<file path="src/hdl/sis_pkg.sv">
// Shared widths, codes, types and compare helpers for the sorted insert stack.
package sis_pkg;

  localparam int DEPTH   = 16;
  localparam int DATA_W  = 32;
  localparam int CNT_W   = $clog2(DEPTH + 1);
  localparam int COUNT_W = 5;
  localparam int MODE_W  = 2;
  localparam int STAT_W  = 2;

  typedef logic signed [DATA_W-1:0] word_t;

  typedef enum logic [MODE_W-1:0] {
    MODE_PUSH   = 2'd0,
    MODE_POP    = 2'd1,
    MODE_INSERT = 2'd2,
    MODE_NOP    = 2'd3
  } mode_t;

  typedef enum logic [STAT_W-1:0] {
    ST_OK    = 2'd0,
    ST_EMPTY = 2'd1,
    ST_FULL  = 2'd2
  } status_t;

  // Per-cycle command broadcast to every cell
  typedef struct packed {
    logic add_en;  // write a new word into the row
    logic pop_en;  // shift the row toward the top
    logic push;    // new word lands on top
    logic ins;     // new word lands at its sorted place
  } sis_op_t;

  function automatic logic le_s(input word_t a, input word_t b);
    return a <= b;
  endfunction

  function automatic logic lt_s(input word_t a, input word_t b);
    return a < b;
  endfunction

endpackage

</file>
<file path="src/hdl/sis_cell.sv">
// One stack cell: holds the word at a fixed depth and trades it with its neighbors.
module sis_cell import sis_pkg::*; (
  input  logic    clk,
  input  sis_op_t op,
  input  logic    is_top,
  input  word_t   value,
  input  word_t   up_entry,
  input  logic    up_live,
  input  logic    sel_in,
  input  logic    live,
  input  word_t   down_entry,
  output word_t   entry,
  output logic    sel_out,
  output logic    ordered
);

  logic hit;
  logic v_le_e;
  logic u_le_v;
  logic u_le_e;

  assign v_le_e = le_s(value, entry);
  assign u_le_v = le_s(up_entry, value);
  assign u_le_e = le_s(up_entry, entry);

  // Decide whether the new word lands exactly here
  always_comb begin
    hit = 1'b0;
    if (op.push) begin
      hit = is_top;
    end else if (op.ins) begin
      if (is_top) begin
        hit = !live || lt_s(value, entry);
      end else begin
        hit = up_live && (!live || (u_le_v && v_le_e));
      end
    end
  end

  // Insertion point at or above this depth
  assign sel_out = sel_in || hit;

  // Order check against the cell above
  assign ordered = is_top || !live || u_le_e;

  // Shift, load or hold the stored word
  always_ff @(posedge clk) begin
    if (op.pop_en) begin
      entry <= down_entry;
    end else if (op.add_en) begin
      if (sel_in) begin
        entry <= up_entry;
      end else if (hit) begin
        entry <= value;
      end
    end
  end

endmodule

</file>
<file path="src/hdl/sorted_insert_stack_core.sv">
// Top level of the sorted insert stack: command decode, cell row and result pipeline.
//
// Usage:
//   Commands arrive on the s_ stream: s_tuser carries the operation (push,
//   pop, sorted insert; the unused code does nothing) and s_tdata the word.
//   Every accepted command yields exactly one result on the m_ stream:
//   popped word, entry count after the operation and the sorted flag in
//   m_tdata, the status code in m_tuser.
//   Each result passes through the middle stage and the output register
//   before m_tvalid. One command is taken every cycle unless the output
//   stalls; the figure is set by the row of cells, where each cell compares
//   the new word with its own and its upper neighbor's word, and the insertion
//   point ripples down the row in the same cycle. The sorted flag comes from
//   the updated row as the result leaves the middle stage and the next command enters.
//   Reset empties the stack (the count goes to zero; stored words are left
//   as they are) and drops any result in flight.
//   When the receiver stalls, the result is held in the output register and
//   one more result waits in the stage before it; after that s_tready drops
//   and the stack holds its contents until the output drains.
module sorted_insert_stack_core import sis_pkg::*; (
  input  logic        clk,
  input  logic        rst,
  input  logic        s_tvalid,
  output logic        s_tready,
  input  logic [31:0] s_tdata,   // [31:0] value
  input  logic [1:0]  s_tuser,   // [1:0] mode
  output logic        m_tvalid,
  input  logic        m_tready,
  output logic [39:0] m_tdata,   // [31:0] popped_value, [36:32] entry_count,
                                 // [37] is_sorted, [39:38] zero
  output logic [1:0]  m_tuser    // [1:0] status
);

  logic [CNT_W-1:0] count;
  logic [CNT_W-1:0] count_next;

  logic             p1_valid;
  word_t            p1_popped;
  status_t          p1_status;
  logic [CNT_W-1:0] p1_count;

  word_t            out_popped;
  logic [COUNT_W-1:0] out_count;
  logic             out_sorted;

  logic             accept;
  logic             p1_adv;
  logic             full;
  logic             empty;
  mode_t            mode;
  word_t            value;
  sis_op_t          op;
  status_t          status_next;
  word_t            popped_next;
  logic             sorted_all;

  word_t            entries [DEPTH];
  logic [DEPTH-1:0] live;
  logic [DEPTH:0]   sel;
  logic [DEPTH-1:0] ordered;

  assign mode  = mode_t'(s_tuser);
  assign value = word_t'(s_tdata);
  assign full  = (count == CNT_W'(DEPTH));
  assign empty = (count == '0);

  // Take a command when the middle stage is free or moving on
  assign p1_adv   = p1_valid && (!m_tvalid || m_tready);
  assign s_tready = !p1_valid || p1_adv;
  assign accept   = s_tvalid && s_tready;

  // Decode the command into the row controls and the result fields
  always_comb begin
    op          = '0;
    status_next = ST_OK;
    popped_next = '0;
    count_next  = count;
    case (mode)
      MODE_PUSH, MODE_INSERT: begin
        if (full) begin
          status_next = ST_FULL;
        end else begin
          op.add_en  = accept;
          op.push    = (mode == MODE_PUSH);
          op.ins     = (mode == MODE_INSERT);
          count_next = count + 1'b1;
        end
      end
      MODE_POP: begin
        if (empty) begin
          status_next = ST_EMPTY;
        end else begin
          op.pop_en   = accept;
          popped_next = entries[0];
          count_next  = count - 1'b1;
        end
      end
      default: begin
      end
    endcase
  end

  // Row of cells, top of the stack at index zero
  assign sel[0] = 1'b0;

  for (genvar d = 0; d < DEPTH; d++) begin : g_cell
    word_t up_e;
    word_t down_e;
    logic  up_l;

    assign live[d] = (CNT_W'(d) < count);

    if (d == 0) begin : g_top
      assign up_e = value;
      assign up_l = 1'b1;
    end else begin : g_mid
      assign up_e = entries[d-1];
      assign up_l = live[d-1];
    end

    if (d == DEPTH - 1) begin : g_bot
      assign down_e = entries[d];
    end else begin : g_up
      assign down_e = entries[d+1];
    end

    sis_cell u_cell (
      .clk        (clk),
      .op         (op),
      .is_top     (d == 0),
      .value      (value),
      .up_entry   (up_e),
      .up_live    (up_l),
      .sel_in     (sel[d]),
      .live       (live[d]),
      .down_entry (down_e),
      .entry      (entries[d]),
      .sel_out    (sel[d+1]),
      .ordered    (ordered[d])
    );
  end

  assign sorted_all = &ordered;

  // Advance the fill count on each transfer
  always_ff @(posedge clk) begin
    if (rst) begin
      count <= '0;
    end else if (accept) begin
      count <= count_next;
    end
  end

  // Hold the result of the last command until the row settles
  always_ff @(posedge clk) begin
    if (rst) begin
      p1_valid <= 1'b0;
    end else if (accept) begin
      p1_valid <= 1'b1;
    end else if (p1_adv) begin
      p1_valid <= 1'b0;
    end
    if (accept) begin
      p1_popped <= popped_next;
      p1_status <= status_next;
      p1_count  <= count_next;
    end
  end

  // Output register: attach the sorted flag of the settled row
  always_ff @(posedge clk) begin
    if (rst) begin
      m_tvalid <= 1'b0;
    end else if (p1_adv) begin
      m_tvalid <= 1'b1;
    end else if (m_tready) begin
      m_tvalid <= 1'b0;
    end
    if (p1_adv) begin
      out_popped <= p1_popped;
      out_count  <= COUNT_W'(p1_count);
      out_sorted <= sorted_all;
      m_tuser    <= p1_status;
    end
  end

  assign m_tdata = {2'b00, out_sorted, out_count, out_popped};

endmodule

</file>
<file path="config.mk">
export PLATFORM = sky130hd
export DESIGN_NAME = sorted_insert_stack_core
export DESIGN_NICKNAME = d
export VERILOG_FILES = /design/src/hdl/sis_pkg.sv /design/src/hdl/sis_cell.sv /design/src/hdl/sorted_insert_stack_core.sv
export SDC_FILE = /design/constraint.sdc
export NUM_CORES = 2
export LEC_CHECK = 0
export ABC_CLOCK_PERIOD_IN_PS = 18100
export BUFFER_PORTS_ARGS = -buffer_cell sky130_fd_sc_hd__buf_2
export CORE_AREA = 2 2 443 445
export CTS_CLUSTER_DIAMETER = 40
export DETAILED_ROUTE_END_ITERATION = 6
export DIE_AREA = 0 0 445 447
export PLACE_DENSITY = 0.49
export SYNTH_ARGS = -nofsm -noshare
export SYNTH_HDL_FRONTEND = slang
export SYNTH_HIERARCHICAL = 1
export SYNTH_SLANG_ARGS = --single-unit
</file>
<file path="constraint.sdc">
create_clock -name clk -period 18.1 [get_ports clk]
set_input_delay 0.905 -clock clk [delete_from_list [all_inputs] [get_ports clk]]
set_output_delay 0.905 -clock clk [all_outputs]
set_load 0.02 [all_outputs]
</file>
==> flow_summary.ini <==
[drt]
wl_per_cell_um = 25.72
postRouteAntennaNets = 0
drt_iter0_drc = 4618
drt-total-wl_um = 273900
first_pass_iters = 6
drc_errors = 0
vias_per_cell = 5.642
vias = 60090

[global_route]
antenna_found_initial = 24
grt-ovfl-total = 0
grt_max_degree = 107
grt.total_usage_pct = 27.00
grt_pass1_wl_um = 398500
grt_pass1_vias = 59490

[worst_hold_path]
hold_class = primary input to flip-flop
min_from = s_tvalid
min_path_cells = 3
holdPathEnd = p1_valid$_SDFFE_PP0P_

[floorplanning]
initial_core_util_pct = 34.78
die_area_um2 = 198900
ioPinCount = 82
fp.coreArea_um2 = 194200
fp.dieW_um = 445
die_h_um = 447
placement_rows = 162

[critical_path]
worst_path_most_repeated_cell = nor2_4
reg2reg_depth = 61
max_stage_delay_ns = 0.77
crit_fanout = 35
reg2reg_to = g_cell[15].u_cell/entry[7]$_DFFE_PP_
cp-start-kind = flip-flop
required_ns = 18.51
reg2reg_slack_ns = 3.18
worstSetupPathType = flip-flop to flip-flop
endpoint_kind = flip-flop
rr_startpoint = count[1]$_SDFFE_PP0N_
arrival_ns = 15.33
slowest_stage = nor2_4

[layout]
area_delta_synth_final_pct = 14.02
multiInputGateArea_um2 = 45350
final_common_cell = ha_1
layout-drive-gt1-share_pct = 6.647
mostFrequentLayoutCells = ha_1, inv_1, nand2_1
regArea_um2 = 17890
fill_cells = 19500
fin_nets = 9538

[cts]
cts_tree = yes
clock_path_buffers = 3
cts_buffers = 150
postCtsSetupRepairBufs = 0
clkTransAtPathRegs_ns = 0.05
h-tree-depth = 4
cts.sinks = 598
post_cts_resized = 0
cts-root-buf = clkbuf_16
insertion_delay_ns = 0.80
cts_hold_buf = 0

[run]
drv_cap = 0

[timing]
worstMarginPinSlew_ns = 1.040
setup_viol = 0
rsz0062_at_grt = false
fin_setup_tns_ns = 0
fin_crit_sh_pct = 82.42
fin_skew_ns = 0.03843
timing.fmax_mhz = 67.03
timing.final.ws_setup_ns = 3.182
hold_viol = 0
fin_crit_ns = 14.92
relSlewSlack_pct = 29.67
drv_slew = 0

[run_status]
outcome = finished clean

[synth]
syn_area_per_cell_um2 = 8.741
postSynthCellCount = 7727
syn_area_um2 = 67540
yosys_warnings = 6

[placement]
dpl.hpwl_um = 215000
dp_worst_setup_slack_ns = 2.862
port_buffers = 79
gp_congestion = 0.9558

[pwr]
pwr_density_cell_nw_per_um2 = 86.62
ir_drop_mv = 0.06563
p_leak_nw = 37.83
-- metrics by stage --
| stage | cells | power, mW | hold WS (ns) | cell area [um2] | util (%) |
|---|---|---|---|---|---|
| 2_1_floorplan | 7793 | 3.130 | 0.4003 | 67790 | - |
| 3_3_place_gp | 10350 | 3.809 | 0.4020 | 71740 | 36.95 |
| 3_5_place_dp | 10350 | 3.860 | 0.4045 | 71740 | 36.95 |
| 4_1_cts | 10620 | 6.688 | 0.3243 | 76940 | 39.62 |
| 5_1_grt | 10650 | 7.016 | 0.3603 | 77010 | 39.66 |
| 6_report | 10650 | 6.671 | 0.3733 | 77010 | 39.66 |
-- cell type report --
| class | instances | share of cell area, % |
|---|---|---|
| antenna | 30 | 0.09748 |
| clock buffer | 167 | 5.123 |
| clock inverter | 104 | 1.625 |
| inverter | 1043 | 5.084 |
| multi-input combinational | 5957 | 58.88 |
| sequential | 598 | 23.23 |
| tap | 2542 | 4.130 |
| timing repair buffer | 210 | 1.833 |
-- sequential cells by signal, indices dropped and copies added, names as in the netlist --
signal,count
m_tuser,2
out_popped,32
out_count,5
p1_valid,1
p1_count,5
g_cell.u_cell/entry,512
p1_popped,32
p1_status,2
out_sorted,1
count,5
m_tvalid,1
-- worst max-delay path by stage --
stage | start | end | slack [ns]
after floorplan | count[1]$_SDFFE_PP0N_ | g_cell[15].u_cell/entry[0]$_DFFE_PP_ | 3.32
final | count[1]$_SDFFE_PP0N_ | g_cell[15].u_cell/entry[7]$_DFFE_PP_ | 3.18
after global routing | count[1]$_SDFFE_PP0N_ | g_cell[15].u_cell/entry[30]$_DFFE_PP_ | 2.39
after detailed placement | s_tdata[1] | g_cell[15].u_cell/entry[10]$_DFFE_PP_ | 2.86
after global placement | s_tdata[1] | g_cell[15].u_cell/entry[9]$_DFFE_PP_ | 2.96
after CTS | count[1]$_SDFFE_PP0N_ | g_cell[15].u_cell/entry[4]$_DFFE_PP_ | 3.33
-- power by group --
| group | total, mW | internal, mW | switching (mW) |
|---|---|---|---|
| Clock | 2.80 | 1.87 | 0.928 |
| Combinational | 1.86 | 0.718 | 1.14 |
| Sequential | 2.01 | 1.73 | 0.280 |
| Total | 6.67 | 4.32 | 2.35 |
-- critical path, delay by kind of cell (launching register included) --
| kind | cells | cell delay (ns) |
|---|---|---|
| AO/OA/AOI/OAI | 10 | 1.33 |
| adder cells (fa/ha/maj) | 1 | 0.25 |
| buffers and inverters | 8 | 3.51 |
| flip-flops | 1 | 0.55 |
| AND/OR/NAND/NOR | 42 | 8.75 |
-- routing by layer --
layer / track usage [%] / wire length, um / vias up
li1: - / - / 28800
met1: 33.49 / 116100 / 28890
met2: 46.31 / 130500 / 1867
met3: 3.560 / 13560 / 518
met4: 12.56 / 13620 / 12
met5: 0 / 86 / -
(Power assumes the default switching activity.)
